`config.mk`:
```
export PLATFORM = sky130hd
export DESIGN_NAME = kscf_ctrl
export DESIGN_NICKNAME = d
export VERILOG_FILES = /design/src/hw/rtl/kscf_pkg.sv /design/src/hw/rtl/kscf_ctrl.sv
export SDC_FILE = /design/constraint.sdc
export NUM_CORES = 1
export LEC_CHECK = 0
export ABC_AREA = 0
export ABC_CLOCK_PERIOD_IN_PS = 1170
export BUFFER_PORTS_ARGS = -buffer_cell sky130_fd_sc_hd__buf_4
export CAP_MARGIN = 25
export CORE_MARGIN = 2
export CORE_UTILIZATION = 43
export CTS_CLUSTER_DIAMETER = 150
export CTS_CLUSTER_SIZE = 10
export DETAILED_ROUTE_END_ITERATION = 6
export GPL_ROUTABILITY_DRIVEN = 0
export PLACE_DENSITY_LB_ADDON = 0.25
export SYNTH_ARGS = -nofsm -noshare
export SYNTH_HDL_FRONTEND = slang
export SYNTH_SLANG_ARGS = --single-unit
export TNS_END_PERCENT = 30
```
`constraint.sdc`:
```
create_clock -name clk_i -period 1.17 [get_ports clk_i]
set_clock_uncertainty 0.05 [all_clocks]
set_input_delay 0.1755 -clock clk_i [delete_from_list [all_inputs] [get_ports clk_i]]
set_output_delay 0.1755 -clock clk_i [all_outputs]
set_load 0.03 [all_outputs]
```
`src/hw/rtl/kscf_pkg.sv`:
```
// ----------------------------------------------------------------------------
// kscf_pkg
// Shared types and constants for the keyed secret cache: item words, the
// operation codes and the command and status groups between the controller
// and the datapath.
// ----------------------------------------------------------------------------
package kscf_pkg;

  localparam int unsigned WordBits    = 64;
  localparam int unsigned KeyBytes    = 32;
  localparam int unsigned KeyBits     = 8 * KeyBytes;
  localparam int unsigned SecretBytes = 32;
  localparam int unsigned SecretBits  = 256;

  typedef enum logic [1:0] {
    FUNC_LOOKUP = 2'd0,
    FUNC_STORE  = 2'd1,
    FUNC_REMOVE = 2'd2,
    FUNC_IDLE   = 2'd3
  } kscf_func_e;

  typedef enum logic [1:0] {
    ST_OK        = 2'd0,
    ST_NOT_FOUND = 2'd1,
    ST_REJECTED  = 2'd2
  } kscf_status_e;

  typedef enum logic [3:0] {
    DP_NOP,
    DP_LOAD,
    DP_READ,
    DP_NEXT,
    DP_HIT,
    DP_WR_AT,
    DP_APPEND,
    DP_SH_INIT,
    DP_SH_WR,
    DP_EVICT,
    DP_TRIM
  } kscf_op_e;

  typedef struct packed {
    logic [1:0]  func;
    logic [63:0] key_word0;
    logic [63:0] key_word1;
    logic [63:0] key_word2;
    logic [63:0] key_word3;
    logic [63:0] secret_in0;
    logic [63:0] secret_in1;
    logic [63:0] secret_in2;
    logic [63:0] secret_in3;
  } kscf_in_t;

  typedef struct packed {
    logic [1:0]  status;
    logic [63:0] secret_out0;
    logic [63:0] secret_out1;
    logic [63:0] secret_out2;
    logic [63:0] secret_out3;
    logic [3:0]  entries_used;
    logic        evicted;
  } kscf_out_t;

  typedef struct packed {
    kscf_op_e     op;
    logic         out_load;
    kscf_status_e status;
    logic         evicted;
    logic         sec_sel;
  } kscf_cmd_t;

  typedef struct packed {
    kscf_func_e func;
    logic       scan_end;
    logic       key_match;
    logic       hit;
    logic       key_empty;
    logic       full;
  } kscf_sts_t;

endpackage

```
`src/hw/rtl/kscf_ctrl.sv`:
```
// ----------------------------------------------------------------------------
// kscf_ctrl
// Sequencer for the keyed secret cache: accepts a word, scans the table,
// decides the action, runs the shift pass and hands the result to the output.
// ----------------------------------------------------------------------------
module kscf_ctrl import kscf_pkg::*; (
  input  logic      clk_i,
  input  logic      rst_ni,
  input  logic      in_valid_i,
  output logic      in_stall_o,
  output logic      out_valid_o,
  input  logic      out_stall_i,
  input  kscf_sts_t sts_i,
  output kscf_cmd_t cmd_o
);

  typedef enum logic [2:0] {
    S_IDLE,
    S_SCAN_RD,
    S_SCAN_CMP,
    S_ACT,
    S_SH_RD,
    S_SH_WR,
    S_TAIL,
    S_DONE
  } state_e;

  state_e       state_q, state_d;
  kscf_status_e status_q, status_d;
  logic         evicted_q, evicted_d;
  logic         sec_sel_q, sec_sel_d;
  logic         out_valid_q, out_valid_d;

  always_comb begin
    state_d       = state_q;
    status_d      = status_q;
    evicted_d     = evicted_q;
    sec_sel_d     = sec_sel_q;
    out_valid_d   = out_valid_q && out_stall_i;
    cmd_o.op       = DP_NOP;
    cmd_o.out_load = 1'b0;
    cmd_o.status   = status_q;
    cmd_o.evicted  = evicted_q;
    cmd_o.sec_sel  = sec_sel_q;
    unique case (state_q)
      S_IDLE: begin
        if (in_valid_i) begin
          cmd_o.op  = DP_LOAD;
          status_d  = ST_OK;
          evicted_d = 1'b0;
          sec_sel_d = 1'b0;
          state_d   = S_SCAN_RD;
        end
      end
      S_SCAN_RD: begin
        if (sts_i.scan_end) begin
          state_d = S_ACT;
        end else begin
          cmd_o.op = DP_READ;
          state_d  = S_SCAN_CMP;
        end
      end
      S_SCAN_CMP: begin
        if (sts_i.key_match) begin
          cmd_o.op = DP_HIT;
          state_d  = S_ACT;
        end else begin
          cmd_o.op = DP_NEXT;
          state_d  = S_SCAN_RD;
        end
      end
      S_ACT: begin
        state_d = S_DONE;
        unique case (sts_i.func)
          FUNC_LOOKUP: begin
            status_d  = sts_i.hit ? ST_OK : ST_NOT_FOUND;
            sec_sel_d = sts_i.hit;
          end
          FUNC_STORE: begin
            priority if (sts_i.key_empty) begin
              status_d = ST_REJECTED;
            end else if (sts_i.hit) begin
              cmd_o.op = DP_WR_AT;
            end else if (sts_i.full) begin
              cmd_o.op  = DP_SH_INIT;
              evicted_d = 1'b1;
              state_d   = S_SH_RD;
            end else begin
              cmd_o.op = DP_APPEND;
            end
          end
          FUNC_REMOVE: begin
            if (sts_i.hit) begin
              cmd_o.op = DP_SH_INIT;
              state_d  = S_SH_RD;
            end else begin
              status_d = ST_NOT_FOUND;
            end
          end
          default: begin
          end
        endcase
      end
      S_SH_RD: begin
        if (sts_i.scan_end) begin
          state_d = S_TAIL;
        end else begin
          cmd_o.op = DP_READ;
          state_d  = S_SH_WR;
        end
      end
      S_SH_WR: begin
        cmd_o.op = DP_SH_WR;
        state_d  = S_SH_RD;
      end
      S_TAIL: begin
        cmd_o.op = (sts_i.func == FUNC_STORE) ? DP_EVICT : DP_TRIM;
        state_d  = S_DONE;
      end
      S_DONE: begin
        if (!out_valid_q || !out_stall_i) begin
          cmd_o.out_load = 1'b1;
          out_valid_d    = 1'b1;
          state_d        = S_IDLE;
        end
      end
      default: begin
        state_d = S_IDLE;
      end
    endcase
  end

  always_ff @(posedge clk_i or negedge rst_ni) begin
    if (!rst_ni) begin
      state_q     <= S_IDLE;
      status_q    <= ST_OK;
      evicted_q   <= 1'b0;
      sec_sel_q   <= 1'b0;
      out_valid_q <= 1'b0;
    end else begin
      state_q     <= state_d;
      status_q    <= status_d;
      evicted_q   <= evicted_d;
      sec_sel_q   <= sec_sel_d;
      out_valid_q <= out_valid_d;
    end
  end

  assign in_stall_o  = (state_q != S_IDLE);
  assign out_valid_o = out_valid_q;

endmodule

```
# [Word level (Yosys, flattened, before mapping)]
# Cells that the tools add are included.
[op_classes] muxes=39 eq_ne=19 reduce_logical=13
[ops] cell="2-to-1 mux 2 bit" n=12
[ops] cell="case mux 3 bit (8 select lines)" n=1
[ops] cell="case mux 4 bit (6 select lines)" n=1
[ops] cell="2-to-1 mux 3 bit" n=5
[ops] cell="2-to-1 mux 1 bit" n=14
[ops] cell="equality test 3 bit (second input constant)" n=4
[ops] cell="inequality test 2 bit (second input constant)" n=6
[ops] cell="case mux 2 bit (2 select lines)" n=2
[ops] cell="equality test 3 x 2 -> 1 bit (second input constant)" n=2
[ops] cell="inequality test 3 bit (second input constant)" n=2
[ops] cell="case mux 2 bit (3 select lines)" n=1
[ops] cell="case mux 3 bit (2 select lines)" n=1
[ops] cell="AND reduction 6 bit" n=1
[ops] cell="AND reduction 5 bit" n=1
[ops] cell="inequality test 4 x 3 -> 1 bit (second input constant)" n=1
[ops] cell="case mux 1 bit (2 select lines)" n=2
[ops] cell="equality test 3 x 1 -> 1 bit (second input constant)" n=1
[ops] cell="zero test 3 bit" n=1
[ops] cell="AND reduction 3 bit" n=1
[ops] cell="nonzero test 3 bit" n=1
[ops] cell="equality test 2 x 1 -> 1 bit (second input constant)" n=1
[ops] cell="equality test 2 bit (second input constant)" n=1
[ops] cell="zero test 1 bit" n=2
[ops] cell="zero test 2 bit" n=1
[ops] cell="other kinds (6)" n=6
[totals] regBits=8 elab_cells=76 output_inout_bits=11

# [Depth between registers and ports, before layout]
# Gate-level depths: netlist (run 1).
[depth] word_depth=5 depth_mapped=6

# [Worst setup path before layout (run 1)]
# No wires, ideal clock.
[synth_timing] path_kind="reg-to-output" start="register state_q[1]" end="output cmd_o[6] (netlist bit)" setup_slack_ps=-659 path_buffers=1 arrival_ps=1604 stages_incl_launch_ff=6 required_time_ps=945 path_cell_list="dfrtp_1 buf_2 mux2i_1 nand2_1 o21a_1 o21ai_0"
[synth_lines] element="from (decl)" line="kscf_ctrl.sv:28" text="state_e state_q, state_d;"
[synth_lines] element="from (signal assigned)" line="kscf_ctrl.sv:141" text="state_q <= state_d;"
[synth_lines] element="to (decl)" line="kscf_ctrl.sv:14" text="output kscf_cmd_t cmd_o"

==> results of run 1 <==
[final timing paths]
check | from | endpoint | slack, ns | cells past startpoint
max | state_q[1] | cmd_o[6] | -0.56 | 5
min | out_stall_i | out_valid_o | 0.16 | 3
max reg2reg | state_q[1] | state_q[0] | -0.33 | 6
min reg2reg | status_q[1] | status_q[1] | 0.49 | 2
max in group asynchronous | rst_ni | state_q[1] | 0.70 | 2
min in group asynchronous | rst_ni | evicted_q | 0.22 | 2
[metrics by stage]
| step | utilization | hold slack, ns | cells | instance area [sq um] | setup WS (ns) |
|---|---|---|---|---|---|
| floorplan | - | -0.170 | 76 | 744 | -0.207 |
| global placement | 0.749 | -0.0526 | 125 | 1010 | -0.310 |
| detailed placement | 0.749 | -0.0498 | 125 | 1010 | -0.351 |
| CTS | 0.864 | 0.144 | 133 | 1170 | -0.413 |
| global route | 0.881 | 0.163 | 133 | 1190 | -0.606 |
| finish | 0.881 | 0.161 | 133 | 1190 | -0.559 |
[flip-flops by register name, indices dropped and copies added, names as in the netlist]
signal and cells:
evicted_q 1, out_valid_o 1, sec_sel_q 1, state_q 3, status_q 2
[what timing repair did]
item | 4_1_cts | 5_1_grt
hold endpoints to repair | 8 | 0
gates cloned | 0 | 0
resized for setup | 22 | 5
hold buffers | 1 | 0
setup buffers | 4 | 0
pin swaps | 7 | 5
endpoints found under the setup margin | 13 | 15
[logic make-up (layout without fill, tap and decap cells)]
| logic type | count (synthesis) | count (layout) | synth area share |
|---|---|---|---|
| simple gates | 27 | 27 | 0.230 |
| compound gates | 21 | 21 | 0.208 |
| buf+inv | 10 | 52 | 0.0836 |
| flops | 8 | 8 | 0.311 |
| mux | 6 | 6 | 0.0953 |
| fa+ha+maj | 3 | 3 | 0.0584 |
| xor+xnor | 1 | 1 | 0.0136 |
[power groups by stage]
stage               Sequential, mW  Clock, mW  Combinational (mW)
floorplan                    0.609          0                1.13
global placement             0.524          0                1.80
detailed placement           0.529          0                1.82
CTS                          0.527      0.216                2.17
global route                 0.568      0.221                2.40
finish                       0.548      0.208                2.28
[worst max-delay path, cell delays in order, from the launching register on]
cell	delay [ns]
dfrtp_2	0.45
mux2i_1	0.28
nand2_1	0.12
o21a_1	0.15
o21ai_4	0.12
buf_6	0.14
[final cells by class]
cell class	count	area, sq um
repair buffers	44	385
fillers	62	160
well taps	15	18.8
inverters	5	18.8
clock buffers	3	22.5
flip-flops and latches	8	203
multi-input cells	58	542
[metal layers]
layer  track usage  part of all wire  vias to the layer above
li1              -                 -                      360
met1         0.273              0.41                      357
met2         0.400              0.53                       29
met3        0.0170             0.047                        6
met4        0.0938             0.018                        0
met5             0                 0                        -
[placed cells by master (no fill, tap or decap), types with 2 or more instances in the layout]
cell type,netlist,routed
buf_4,4,29
nor2_1,3,3
buf_6,0,14
nand2_1,8,8
nand3_2,0,2
inv_2,1,3
dfrtp_2,0,2
clkbuf_4,0,3
mux2i_1,5,5
nand2b_4,0,2
dfrtp_1,8,6
nand2b_1,4,2
inv_1,4,2
o21a_1,2,2
a21oi_1,8,6
o21ai_4,0,2
==> reports/results.tsv, run 1 <==
stage	metric	value	unit
timing	post-route-period-util	1.48	
clock_network	root_buffer	clkbuf_4	
timing	fin_ws	-0.559	ns
finish	drive_gt1_frac	0.619	
clock_network	cts_tree	built	
logic_synthesis	synthTopCellsByArea	dfrtp_1 (31%), mux2i_1 (7.8%), a21oi_1 (6.2%)	
logic_synthesis	yosysSeqAreaShare	0.311	
power_and_ir_drop	power	3.03	mW
clock_network	path_clk_slew	0.05	ns
power_and_ir_drop	p_sw	1.37	mW
route	wl	2090	microns
route	drt_iter0_drc	28	
timing	min_period	1.73	ns
placed_design	port_buffers	21	
power_and_ir_drop	p_sw_frac	0.453	
power_and_ir_drop	power.leakage	0.562	nW
logic_synthesis	synth_commonest_cells	a21oi_1 (8), dfrtp_1 (8), nand2_1 (8)	
global_routing	grt.total_usage	0.224	
clock_network	worstSkewPairLatency	0.24	ns
floorplanning	die_x	42.7	microns
global_routing	gr-total-overflow	0	
timing	timing.slew.headroom	0.848	
power_and_ir_drop	internal-power	1.66	mW
logic_synthesis	synthCells	76	
logic_synthesis	syn_area_per_cell	8.46	sq um
status	status	complete, but fails checks	
logic_synthesis	ys_async_sr_fraction	1.00	
logic_synthesis	netlist.top_cell.by_area	dfrtp_1	
logic_synthesis	yosys_register_bits	8	
logic_synthesis	ys_warn_count	0	
logic_synthesis	synthesis.nets	90	
route	vias	752	
power_and_ir_drop	p_comb_frac	0.751	
timing	rsz0062_at_grt	yes	
power_and_ir_drop	pwr-share-seq	0.181	
clock_network	htreeDepth	1	
hold_path	hp-class	input port to flip-flop	
clock_network	cts_buffers	3	
floorplanning	ioPinCount	22	
global_routing	antenna_found_initial	0	
route	dr.pass1.iters	4	
finish	final_nets	134	
critical_path	crit_type	flip-flop to output pin	
clock_network	clock_sinks	8	
timing	report.final.slew_viol_count	0	
floorplanning	die_h	42.7	microns
placed_design	hpwl	1330	microns
global_routing	grt_pass1_wl	3100	microns
timing	fmax	578	MHz
clock_network	clock_path_buffers	2	
global_routing	grt_pass1_vias	694	
logic_synthesis	synth_top_area_share	0.311	
floorplanning	floorplan.initialDensity	0.476	
critical_path	arrival	1.50	ns
logic_synthesis	synth_ff_type	dfrtp_1	
route	viasPerCell	5.65	
logic_synthesis	syn_area	643	sq um
floorplanning	rows	13	
floorplanning	coreArea	0.00135	sq mm
critical_path	end_kind	output pin	
route	routedWlPerCell	15.7	microns
critical_path	cp.required	0.94	ns
status	violations	setup timing	
timing	worst_pin_slew	0.222	ns
timing	setup_tns	-4.27	ns
power_and_ir_drop	clkPwrFrac	0.068	
route	ant_nets	0	
run	maxCapViolCount	0	
floorplanning	die_area	0.00182	sq mm
logic_synthesis	synth.distinct_cells	31	
finish	areaGrowthSynthToFinish	85.0	%
timing	hold_viol	0	
logic_synthesis	synth_edf_count	0	
critical_path	path_max_fanout	6	
timing	setup_viol	14	
route	drc	0	
power_and_ir_drop	ir_worst_vdd	1.86	mV
finish	diodes	0	
power_and_ir_drop	power.density	2550	mW/mm^2
global_routing	grt_max_degree	9	
critical_path	worst_setup_path_start_kind	flip-flop	
(Power assumes the default switching activity.)
==> run 2: changes to the inputs <==
CORE_ASPECT_RATIO = 1.1   (was unset)
==> reports/results.tsv, run 2 (synthesis results as in run 1) <==
stage	metric	value	unit	change
timing	worst_pin_slew	0.264	ns	+0.0423 ns
route	viasPerCell	5.43		-3.9%
finish	largest_register_ffs	3		unchanged
power_and_ir_drop	p_comb_frac	0.748		-0.003
route	drt_iter0_drc	6		-79%
placed_design	place_ws	-0.348	ns	+0.00277 ns
power_and_ir_drop	p_sw_frac	0.459		+0.00552
power_and_ir_drop	internal-power	1.62	mW	-2.4%
power_and_ir_drop	p_sw	1.37	mW	-0.19%
clock_network	htreeDepth	1		unchanged
finish	multi_input_area	542	sq um	unchanged
finish	layout_common_cells	buf_4 (31), buf_6 (12), nand2_1 (8)		
floorplanning	die_h	44.6	microns	+4.4%
finish	diodes	0		unchanged
hold_path	hold_path_end	out_valid_o		
route	dr.pass1.iters	4		unchanged
hold_path	worstHoldPathCells	3		unchanged
route	ant_nets	0		unchanged
global_routing	grt_pass1_vias	755		+8.8%
critical_path	crit_path_cell_trace	nand2b_4, a21oi_2, a31oi_2, o22ai_4, buf_6		
finish	top_regs	state_q (3), status_q (2)		
timing	setup_viol	13		-1
critical_path	worst_setup_path_start_kind	flip-flop		
finish	instances_no_fill	134		+0.75%
power_and_ir_drop	pwr-share-seq	0.183		+0.002
timing	rsz0062_at_grt	yes		
critical_path	r2r_slack	-0.34	ns	about the same
finish	final-seq-area	203	sq um	unchanged
route	wl	2060	microns	-1.4%
finish	drive_gt1_frac	0.627		+0.00847
run	maxCapViolCount	0		unchanged
critical_path	path_delay_family	flip-flops		
critical_path	reg2reg_to	state_q[1]		
global_routing	gr-total-overflow	0		unchanged
placed_design	hpwl	1350	microns	+1.4%
clock_network	clock_path_buffers	2		unchanged
finish	areaGrowthSynthToFinish	84.0	%	
status	status	complete, but fails checks		
finish	top_register	state_q		
timing	min_period	1.63	ns	-0.0978 ns
global_routing	grt_pass1_wl	3130	microns	+1.1%
hold_path	worstHoldStart	out_stall_i		
finish	final_nets	134		unchanged
global_routing	antenna_found_initial	0		unchanged
route	vias	728		-3.2%
clock_network	root_buffer	clkbuf_4		
route	routedWlPerCell	15.4	microns	-2.1%
critical_path	path_buf_inv	1		unchanged
floorplanning	die_x	40.9	microns	-4.2%
floorplanning	die_area	0.00182	sq mm	about the same
timing	report.final.slew_viol_count	0		unchanged
timing	timing.slew.headroom	0.824		-0.0243
placed_design	port_buffers	21		unchanged
critical_path	cp_slowest_cell	dfrtp_2		
clock_network	path_clk_slew	0.05	ns	about the same
timing	fin_ws	-0.462	ns	+0.0978 ns
critical_path	rr_worst_depth	5		-1
critical_path	path_max_fanout	6		unchanged
critical_path	worstReg2RegStart	state_q[0]		
clock_network	worstSkewPairLatency	0.25	ns	about the same
floorplanning	coreArea	0.00138	sq mm	+2.5%
power_and_ir_drop	power.density	2530	mW/mm^2	-0.87%
critical_path	crit_type	flip-flop to output pin		
power_and_ir_drop	clkPwrFrac	0.069		about the same
timing	post-route-period-util	1.39		-0.0836
floorplanning	rows	14		+1
critical_path	critPathMaxStageDelay	0.45	ns	about the same
placed_design	dp.cells	125		unchanged
floorplanning	floorplan.initialDensity	0.465		-0.0116
critical_path	arrival	1.41	ns	-0.09 ns
hold_path	hp-class	input port to flip-flop		
power_and_ir_drop	ir_worst_vdd	1.96	mV	+5.4%
finish	num-fill-cells	81		+31%
global_routing	grt.total_usage	0.261		+0.0368
clock_network	clock_sinks	8		unchanged
timing	fmax	613	MHz	+6.0%
power_and_ir_drop	power.leakage	0.552	nW	-1.7%
status	violations	setup timing		
clock_network	cts_tree	built		
finish	final_common_cell	buf_4		
global_routing	grt_max_degree	9		unchanged
floorplanning	ioPinCount	22		unchanged
power_and_ir_drop	power	2.99	mW	-1.4%
timing	hold_viol	0		unchanged
critical_path	end_kind	output pin		
critical_path	cp.required	0.94	ns	about the same
clock_network	cts_buffers	3		unchanged
route	drc	0		unchanged
==> run 2: cell count changes in the layout (fill, tap and decap cells not counted), moves of 2 or more <==
| cell | before | now |
|---|---|---|
| buf_6 | 14 | 12 |
| a21oi_1 | 6 | 4 |
| buf_4 | 29 | 31 |
| a21oi_2 | 1 | 4 |
==> run 2: worst max-delay path by stage <==
stage                     from  endpoint  slack [ns]  depth (start not counted)
floorplan           state_q[1]  cmd_o[6]       -0.21                          5
finish              state_q[1]  cmd_o[5]       -0.46                          5
CTS                 state_q[1]  cmd_o[5]       -0.44                          5
global route        state_q[1]  cmd_o[5]       -0.51                          5
detailed placement  state_q[1]  cmd_o[6]       -0.35                          4
global placement    state_q[1]  cmd_o[6]       -0.31                          4
==> run 2: cell type report <==
| class | count | share of cell area |
|---|---|---|
| clock buffers | 3 | 0.0190 |
| inverters | 5 | 0.0159 |
| multi-input cells | 58 | 0.458 |
| flip-flops and latches | 8 | 0.171 |
| well taps | 16 | 0.0169 |
| repair buffers | 44 | 0.319 |
==> run 2: per-stage QoR <==
step	setup TNS, ns	hold WS [ns]	area, sq um	util
after floorplan	-0.892	-0.170	744	-
after global placement	-2.33	-0.0532	1000	0.726
after detailed placement	-2.83	-0.0540	1000	0.726
after CTS	-3.81	0.147	1140	0.825
after global routing	-4.80	0.199	1180	0.855
final	-4.03	0.183	1180	0.855
==> run 2: power groups by stage <==
stage	Sequential [mW]	Clock (mW)	Combinational, mW
global placement	0.528	0	1.77
floorplan	0.609	0	1.13
detailed placement	0.536	0	1.81
finish	0.548	0.205	2.24
CTS	0.531	0.217	2.10
global route	0.572	0.227	2.38
==> run 2: worst reg2reg max path, cell delays in order (launching register included) <==
cell	delay, ns
dfrtp_2	0.44
and3b_2	0.26
buf_4	0.14
buf_4	0.13
a21oi_1	0.18
o221ai_1	0.16
==> run 2: what timing repair did <==
action                                  4_1_cts  5_1_grt
hold buffers                                  1        0
setup buffers                                 4        1
hold endpoints to repair                      8        0
pin swaps                                     8        1
resized for setup                            19        8
endpoints found under the setup margin       14       14
==> run 2: routing by layer <==
| metal | part of all wire | GRT usage |
|---|---|---|
| met2 | 0.57 | 0.419 |
| met5 | 0 | 0 |
| met3 | 0.023 | 0.0452 |
| met4 | 0.030 | 0.200 |
| met1 | 0.38 | 0.290 |
==> run 3: changes to the inputs <==
PLACE_DENSITY = 0.73   (was unset)
PLACE_DENSITY_LB_ADDON = unset   (was 0.25)
==> reports/results.tsv, run 3 (synthesis results as in run 1) <==
stage	metric	value	unit	change
finish	layout_common_cells	buf_4 (34), nand2_1 (8), buf_6 (8)		
finish	areaGrowthSynthToFinish	81.3	%	
finish	diodes	0		unchanged
status	violations	setup timing		
route	routedWlPerCell	14.8	microns	-3.4%
finish	final_nets	133		-0.75%
global_routing	gr-total-overflow	0		unchanged
global_routing	antenna_found_initial	0		unchanged
timing	timing.slew.headroom	0.806		-0.0174
route	drc	0		unchanged
route	vias	725		-0.41%
placed_design	hpwl	1470	microns	+8.8%
floorplanning	ioPinCount	22		unchanged
clock_network	clock_path_buffers	2		unchanged
route	viasPerCell	5.45		+0.34%
status	status	complete, but fails checks		
critical_path	cp.required	0.94	ns	about the same
clock_network	worstSkewPairLatency	0.25	ns	about the same
clock_network	clock_sinks	8		unchanged
finish	final_common_cell	buf_4		
clock_network	cts_tree	built		
finish	instances_no_fill	133		-0.75%
route	ant_nets	0		unchanged
timing	worst_pin_slew	0.290	ns	+0.0257 ns
finish	top_register	state_q		
timing	hold_viol	0		unchanged
hold_path	hp-class	input port to flip-flop		
floorplanning	die_x	40.9	microns	unchanged
global_routing	grt.total_usage	0.258		-0.00327
clock_network	cts_buffers	3		unchanged
global_routing	grt_max_degree	9		unchanged
floorplanning	rows	14		unchanged
critical_path	arrival	1.40	ns	about the same
run	maxCapViolCount	0		unchanged
route	drt_iter0_drc	11		+5
timing	rsz0062_at_grt	yes		
critical_path	worst_setup_path_start_kind	flip-flop		
floorplanning	die_h	44.6	microns	unchanged
timing	setup_viol	12		-1
timing	post-route-period-util	1.39		-0.00801
critical_path	end_kind	output pin		
floorplanning	floorplan.initialDensity	0.465		unchanged
placed_design	port_buffers	21		unchanged
placed_design	dp.cells	128		+2.4%
finish	drive_gt1_frac	0.624		-0.00319
floorplanning	die_area	0.00182	sq mm	unchanged
timing	setup_tns	-3.74	ns	+0.288 ns
route	wl	1970	microns	-4.1%
timing	fmax	616	MHz	+0.58%
clock_network	path_clk_slew	0.05	ns	about the same
route	dr.pass1.iters	4		unchanged
global_routing	grt_pass1_vias	741		-1.9%
finish	top_regs	state_q (3), status_q (2)		
power_and_ir_drop	power.density	2490	mW/mm^2	-1.5%
finish	largest_register_ffs	3		unchanged
global_routing	grt_pass1_wl	3120	microns	-0.45%
clock_network	root_buffer	clkbuf_4		
critical_path	crit_type	flip-flop to output pin		
clock_network	htreeDepth	1		unchanged
power_and_ir_drop	ir_worst_vdd	1.78	mV	-9.2%
timing	min_period	1.62	ns	-0.00937 ns
timing	fin_ws	-0.452	ns	+0.00937 ns
critical_path	path_max_fanout	7		+1
power_and_ir_drop	power.leakage	0.547	nW	-1.0%
timing	hold_ws	0.208	ns	+0.0252 ns
floorplanning	coreArea	0.00138	sq mm	unchanged
timing	report.final.slew_viol_count	0		unchanged
## run 3: cell types whose count changed in the layout (fill, tap and decap cells not counted), sizes merged
cell and change:
buf -1
## run 3: stage by stage
step / power (mW) / utilization / setup WS, ns / cell area, sq um
floorplan: 1.73 / - / -0.207 / 744
global placement: 2.33 / 0.742 / -0.300 / 1030
detailed placement: 2.39 / 0.742 / -0.332 / 1030
CTS: 2.81 / 0.820 / -0.441 / 1130
global route: 3.08 / 0.843 / -0.505 / 1170
finish: 2.90 / 0.843 / -0.452 / 1170
## run 3: critical path, stage by stage, from the launching register on
cell	delay (ns)
dfrtp_2	0.45
nand2b_1	0.18
a21oi_4	0.08
a31oi_2	0.19
o22ai_4	0.09
buf_6	0.15
## run 3: per-layer routing
metal / wire, microns / global-route usage
met5: 0 / 0
met4: 54 / 0.140
met3: 38 / 0.0302
met2: 1050 / 0.428
met1: 829 / 0.308
## run 3: area by class of cell
| class | instances | area [sq um] |
|---|---|---|
| inverters | 5 | 18.8 |
| clock buffers | 3 | 22.5 |
| flip-flops and latches | 8 | 203 |
| fillers | 91 | 218 |
| multi-input cells | 58 | 547 |
| well taps | 16 | 20.0 |
| repair buffers | 43 | 355 |
## run 3: final timing paths
kind | start | to | slack [ns] | cells past startpoint
max in group asynchronous | rst_ni | state_q[1] | 0.70 | 2
min in group asynchronous | rst_ni | status_q[0] | 0.23 | 2
min reg2reg | status_q[1] | status_q[1] | 0.49 | 2
max | state_q[1] | cmd_o[5] | -0.45 | 5
max reg2reg | state_q[1] | state_q[0] | -0.26 | 5
min | in_valid_i | sec_sel_q | 0.21 | 3
## run 3: where the power goes
part	total [mW]	internal, mW	switching, mW
Clock	0.204	0.117	0.0873
Combinational	2.14	1.03	1.11
Sequential	0.553	0.414	0.139
## run 3: timing repair
| action | 4_1_cts | 5_1_grt |
|---|---|---|
| hold buffers | 1 | 0 |
| pin swaps | 4 | 0 |
| setup endpoints to repair | 13 | 13 |
| resized for setup | 16 | 6 |
| hold endpoints to repair | 8 | 0 |
| buffers inserted | 1 | 0 |
